$ cat src/hw/rtl/mvsm_pkg.sv
// Package for the multi-voice sample mixer: sizes, field widths, codes,
// command and state types. No dependencies.
package mvsm_pkg;

   localparam int VOICE_COUNT   = 16;
   localparam int SOUND_COUNT   = 64;
   localparam int SAMPLE_WORDS  = 65536;
   localparam int FRACTION_BITS = 16;

   localparam int VOICE_IDX_W   = (VOICE_COUNT > 1) ? $clog2(VOICE_COUNT) : 1;
   localparam int SOUND_IDX_W   = (SOUND_COUNT > 1) ? $clog2(SOUND_COUNT) : 1;
   localparam int SAMPLE_ADDR_W = $clog2(SAMPLE_WORDS);

   localparam int OPCODE_W = 3;
   localparam int ADDR_W   = 16;
   localparam int WORD_W   = 16;
   localparam int SOUND_W  = 6;
   localparam int START_W  = 16;
   localparam int SIZE_W   = 17;
   localparam int SPEED_W  = 20;
   localparam int KIND_W   = 3;
   localparam int SLOT_W   = 4;

   localparam int POS_W    = SIZE_W + FRACTION_BITS + 1;
   localparam int SUM_W    = SIZE_W + 2;

   localparam int FRAME_LEN_W   = 14;
   localparam int FRAME_CNT_W   = 13;
   localparam logic [FRAME_LEN_W-1:0] FRAME_LEN_MAX   = 14'd8192;
   localparam logic [FRAME_LEN_W-1:0] FRAME_LEN_RESET = 14'd1024;

   localparam int CSR_ADDR_W = 3;
   localparam int CSR_DATA_W = 32;
   localparam int CSR_IDX_W  = CSR_ADDR_W - 2;
   localparam logic [CSR_IDX_W-1:0] CSR_FRAME_LENGTH = '0;

   localparam int CMD_FIFO_DEPTH = 2;
   localparam int CMD_PTR_W      = (CMD_FIFO_DEPTH > 1) ? $clog2(CMD_FIFO_DEPTH) : 1;
   localparam int CMD_CNT_W      = $clog2(CMD_FIFO_DEPTH + 1);

   typedef enum logic [OPCODE_W-1:0] {
      OP_WRITE_SAMPLE = 3'd0,
      OP_DEFINE_SOUND = 3'd1,
      OP_PLAY         = 3'd2,
      OP_TICK         = 3'd3,
      OP_FLUSH        = 3'd4
   } opcode_type;

   typedef enum logic [KIND_W-1:0] {
      KIND_SAMPLE   = 3'd0,
      KIND_FLUSH    = 3'd1,
      KIND_STARTED  = 3'd2,
      KIND_UNKNOWN  = 3'd3,
      KIND_NO_VOICE = 3'd4
   } kind_type;

   typedef enum logic [2:0] {
      ENG_IDLE,
      ENG_TICK_A,
      ENG_TICK_B,
      ENG_TICK_C,
      ENG_PLAY_A,
      ENG_PLAY_B,
      ENG_EMIT
   } eng_state_type;

   typedef struct packed {
      opcode_type                op;
      logic [ADDR_W-1:0]         mem_address;
      logic signed [WORD_W-1:0]  sample_word;
      logic [SOUND_W-1:0]        sound_number;
      logic [START_W-1:0]        sound_start;
      logic [SIZE_W-1:0]         sound_size;
      logic [SPEED_W-1:0]        play_speed;
   } cmd_type;

   // Handshake between the command queue and the engine.
   typedef struct packed {
      logic    valid;
      cmd_type cmd;
   } cmd_chan_type;

endpackage

$ cat src/hw/rtl/mvsm_cmd_fifo.sv
// Short command queue between the front end and the engine.
// Depends on mvsm_pkg.
module mvsm_cmd_fifo import mvsm_pkg::*; (
   input  logic         clock,
   input  logic         reset,
   input  logic         push,
   input  cmd_type      push_cmd,
   input  logic         pop,
   output cmd_chan_type head,
   output logic         full
);

   cmd_type               entry_ff [CMD_FIFO_DEPTH];
   logic [CMD_PTR_W-1:0]  wr_ptr_ff, wr_ptr_in;
   logic [CMD_PTR_W-1:0]  rd_ptr_ff, rd_ptr_in;
   logic [CMD_CNT_W-1:0]  count_ff, count_in;
   logic                  do_push, do_pop;

   always_comb begin
      full       = (count_ff == CMD_CNT_W'(CMD_FIFO_DEPTH));
      head.valid = (count_ff != '0);
      head.cmd   = entry_ff[rd_ptr_ff];
      do_push    = push && !full;
      do_pop     = pop && head.valid;

      wr_ptr_in = wr_ptr_ff;
      rd_ptr_in = rd_ptr_ff;
      count_in  = count_ff;
      if (do_push) begin
         wr_ptr_in = (wr_ptr_ff == CMD_PTR_W'(CMD_FIFO_DEPTH - 1)) ? '0 : wr_ptr_ff + 1'b1;
      end
      if (do_pop) begin
         rd_ptr_in = (rd_ptr_ff == CMD_PTR_W'(CMD_FIFO_DEPTH - 1)) ? '0 : rd_ptr_ff + 1'b1;
      end
      if (do_push && !do_pop) begin
         count_in = count_ff + 1'b1;
      end else if (do_pop && !do_push) begin
         count_in = count_ff - 1'b1;
      end
   end

   always_ff @(posedge clock) begin
      if (reset) begin
         wr_ptr_ff <= '0;
         rd_ptr_ff <= '0;
         count_ff  <= '0;
      end else begin
         wr_ptr_ff <= wr_ptr_in;
         rd_ptr_ff <= rd_ptr_in;
         count_ff  <= count_in;
      end
   end

   always_ff @(posedge clock) begin
      if (do_push) begin
         entry_ff[wr_ptr_ff] <= push_cmd;
      end
   end

endmodule

$ cat config.mk
export PLATFORM = sky130hd
export DESIGN_NAME = mvsm_cmd_fifo
export DESIGN_NICKNAME = d
export VERILOG_FILES = /design/src/hw/rtl/mvsm_pkg.sv /design/src/hw/rtl/mvsm_cmd_fifo.sv
export SDC_FILE = /design/constraint.sdc
export NUM_CORES = 1
export LEC_CHECK = 0
export BUFFER_PORTS_ARGS = -buffer_cell sky130_fd_sc_hd__clkbuf_2
export CORE_UTILIZATION = 30
export CTS_BUF_LIST = sky130_fd_sc_hd__clkbuf_2
export CTS_CLUSTER_SIZE = 25
export DETAILED_ROUTE_END_ITERATION = 8
export PLACE_DENSITY = 0.59
export SKIP_CTS_REPAIR_TIMING = 1
export SLEW_MARGIN = 20
export SYNTH_ARGS = -nofsm -noshare
export SYNTH_HDL_FRONTEND = slang
export SYNTH_SLANG_ARGS = --single-unit
export TNS_END_PERCENT = 50
$ cat constraint.sdc
create_clock -name clock -period 2.9 [get_ports clock]
set_input_delay 0.145 -clock clock [delete_from_list [all_inputs] [get_ports clock]]
set_output_delay 0.145 -clock clock [all_outputs]
set_load 0.005 [all_outputs]
# Word-level counts from Yosys, hierarchy flattened
# Memory sizes are Yosys's and may differ from the RTL's. A register that Yosys moved wholly into a read port is not among the register bits.
# Index checks and enable logic that the tools add are counted.
totals:
  reg_bits: 4
  input_bits: 98
  latchBits: 0
  rom_bits: 0
  memories: 1
  elab_cells: 26
  ramBits: 188
memory_table:
  columns: ["name", "words", "word_bits", "read_ports", "rd_clocked_by_memory_dff", "write_ports", "line", "text"]
  rows:
  - ["entry_ff", 2, 94, 1, 1, 1, "mvsm_cmd_fifo.sv:13", "cmd_type entry_ff [CMD_FIFO_DEPTH];"]
op_classes:
  n_mul: 0
  n_shift: 0
  eq_ne: 1
  div: 0
  order_cmp: 0
  bitwise: 0
  n_reduce_logical: 9
  addsub: 4
  muxes: 8
op_table:
  columns: ["cell", "n"]
  rows:
  - ["$mux 1", 6]
  - ["$logic_and 1x1->1", 4]
  - ["$mux 2", 2]
  - ["$reduce_bool 2->1", 2]
  - ["$logic_not 1->1", 3]
  - ["$add 1x1->1 const B", 2]
  - ["$add 2x1->2 const B", 1]
  - ["$eq 2x2->1 const B", 1]
  - ["$sub 2x1->2 const B", 1]

# Longest topological paths before layout
logic_depth:
  ltp_word: 7
  mapped_depth: 6
  depth_no_buf: 6

# Worst setup path before layout
# Ideal clock, no wire load.
synth_path:
  path_kind: "flip-flop to flip-flop"
  start: "register count_ff[1]"
  end: "memory entry_ff[1][0] (netlist bit) (enable)"
  setup_ps: 463
  path_stages_with_launch: 4
  n_path_buf: 0
  arrival_ps: 2793
  path_slack_ps: -356
  path_cell_list: "dfxtp_1 -> nor2b_2 -> nor2_1 -> and2_1"
synth_via:
  elab_chain_len: 5
synth_rtl:
  columns: ["element", "line", "text"]
  rows:
  - ["start, declared", "mvsm_cmd_fifo.sv:16", "logic [CMD_CNT_W-1:0] count_ff, count_in;"]
  - ["start signal, assigned", "mvsm_cmd_fifo.sv:50", "count_ff <= count_in;"]
  - ["$eq 2x2->1", "mvsm_cmd_fifo.sv:20", "full = (count_ff == CMD_CNT_W'(CMD_FIFO_DEPTH));"]
  - ["net full", "mvsm_cmd_fifo.sv:10", "output logic full"]
  - ["$logic_not 1->1", "mvsm_cmd_fifo.sv:23", "do_push = push && !full;"]
  - ["$logic_and 1x1->1", "mvsm_cmd_fifo.sv:23", null]
  - ["$mux 1", "mvsm_cmd_fifo.sv:55", "if (do_push) begin"]
  - ["$mux 1 (not written as such)", "mvsm_cmd_fifo.sv:56", "entry_ff[wr_ptr_ff] <= push_cmd;"]
  - ["end, declared", "mvsm_cmd_fifo.sv:13", null]
# The timed path passes the listed nets, and every way through them passes these cells.

==> results.toml <==
[run_status]
status = "finished clean"

[layout]
final_cell_mix = "clkbuf_2 (210), edfxtp_1 (188), dlygate4sd3_1 (109)"
drive_above_1_share_pct = 51.1
final_common_cell = "clkbuf_2"
nets = 735
postLayoutCoreUtil_pct = 42.9
area_delta_synth_final_pct = 39.2

[clocking]
clock_latency_ns = 0.73
cts-root-buf = "clkbuf_2"
htree_levels = 4
cts_tree = "yes"
cts.sinks = 193
clk_pin_slew_ns = 0.27
cts_buffers = 17
ctsLongestPathBuffers = 2

[logic_synthesis]
ys_seq_area_share_pct = 81.9
yosys_warnings = 0
synth_seq_cells = 193
synthCells = 317
synth.avg_cell_area_um2 = 22.1
ys_types = 16
syn_nets = 416
synth_area_um2 = 7010

[global_routing]
antenna_found_initial = 1
grt_pass1_wl_um = 20400
grt-ovfl-total = 0
grt_max_degree = 42
grt_pass1_vias = 3844
grt.total_usage_pct = 11.5

[critical_path]
ff2ff_path_depth = 4
path_class = "flip-flop to output port"
end_kind = "output port"
r2r_start = "count_ff[0]"
crit_required_ns = 2.76
cp.arrival_ns = 2.34
worstReg2RegEnd = "entry_ff[0][66]"
cp-start-kind = "flip-flop"
crit_fanout = 34
r2r_slack_ns = 0.87

[detailed_routing]
firstDrtPassIters = 4
dr.first_iter.drc_count = 150
drcViolationCount = 0
wl_um = 14300
wl_per_cell_um = 14.9
vias_per_cell = 4.13
via_count = 3976
ant_nets = 0

[sta]
max_freq_mhz = 403
timing_worst_slew_pin_value_ns = 0.566
timing.final.crit_period_ns = 2.48
max_slew_margin_pct = 62.2
rsz0062_at_grt = "no"
drv_slew = 0
finalClockSkew_ns = 0.0346
setup_viol = 0
finalHoldViolCount = 0
period_share_pct = 85.7

[floorplan]
core_area_um2 = 22800
die_w_um = 155
die_height_um = 155
std_cell_rows = 55
dieArea_um2 = 24000
start_util_pct = 30.8
pin_count = 194

[place]
place_hpwl_um = 9380
portBuffers = 193
gp_congestion = 0.709

[worst_hold_path]
hold_end = "entry_ff[0][78]"
holdPathStages = 2
hold_path.class = "input port to flip-flop"
min_from = "push_cmd[78]"

[pwr]
power_mw = 6.91
p_leak_nw = 3.68
ir_worst_vdd_mv = 0.309
power_density_nw_per_um2 = 707

[flow_run]
drv_cap = 0
[per-layer routing]
metal | wire length (um) | vias to the layer above | part of all wire, % | track usage (%)
met5 | 0 | - | 0 | 0
met2 | 7210 | 126 | 50 | 19.3
met1 | 6070 | 1945 | 42 | 12.7
met3 | 778 | 13 | 5.4 | 5.04
met4 | 234 | 0 | 1.6 | 4.81
li1 | - | 1892 | - | -
[flip-flops by register name, indices dropped and copies added (netlist names), named ones only]
name / cells
wr_ptr_ff: 1
count_ff: 2
rd_ptr_ff: 1
entry_ff: 188
[worst max path at each step]
stage / from / endpoint / slack, ns
floorplan: count_ff[1] / entry_ff[0][0] / -0.18
global placement: count_ff[1] / entry_ff[0][66] / 0.96
detailed placement: count_ff[0] / entry_ff[0][64] / 0.90
CTS: flip-flop / head[76] / 0.23
global route: flip-flop / head[76] / 0.16
finish: flip-flop / head[76] / 0.42
[area by class of cell]
class | count | area, um2
clock inverter | 14 | 188
fill | 2042 | 13000
sequential | 193 | 5750
antenna | 1 | 2.50
inverter | 2 | 10.0
tap | 313 | 392
timing repair buffer | 310 | 2170
clock buffer | 17 | 85.1
multi-input combinational | 112 | 1170
[logic make-up (layout without fill, tap and decap cells)]
kind of cell | count (synthesis) | in the layout | synth area share, %
DFF | 193 | 193 | 81.9
muxes | 94 | 94 | 15.1
buffers and inverters | 12 | 343 | 1.39
and+or+nand+nor | 9 | 9 | 0.696
AOI/OAI and AO/OA | 5 | 5 | 0.357
xor gates and xnor gates | 3 | 3 | 0.375
adders and majority gates | 1 | 1 | 0.178
other | 0 | 1 | 0
[metrics by stage]
step	hold WS (ns)	setup slack, ns	instances	cell area (um2)	setup TNS, ns
2_1_floorplan	0.214	-0.184	317	7020	-17.27
3_3_place_gp	0.334	0.964	821	8400	0
3_5_place_dp	0.337	0.899	821	8400	0
4_1_cts	-0.560	0.225	852	8670	0
5_1_grt	-0.00279	0.163	962	9770	0
6_report	0.117	0.416	962	9770	0
[where the power goes]
part	leakage [nW]	switching, mW	total [mW]	internal [mW]
clock	0.164	0.883	1.45	0.563
combinational	1.72	0.834	1.82	0.983
sequential	1.80	0.148	3.64	3.49
total	3.68	1.86	6.91	5.04
[synth_stat cells]
cell	instances	share of area, %
or2_2	1	0.089
nor2_1	4	0.21
o21ai_0	3	0.21
inv_1	2	0.11
xor2_1	3	0.37
dfxtp_1	5	1.4
buf_2	3	0.21
buf_6	6	0.96
and2_1	1	0.089
nor2b_2	1	0.12
or3_1	2	0.18
mux2_2	94	15
ha_1	1	0.18
edfxtp_1	188	80
a21oi_1	2	0.14
buf_4	1	0.11
[critical path, cell delays in order (launching register included)]
cell	delay [ns]
dfxtp_4	0.71
buf_4	0.39
mux2_2	0.39
clkbuf_2	0.12
(Power assumes the default switching activity.)
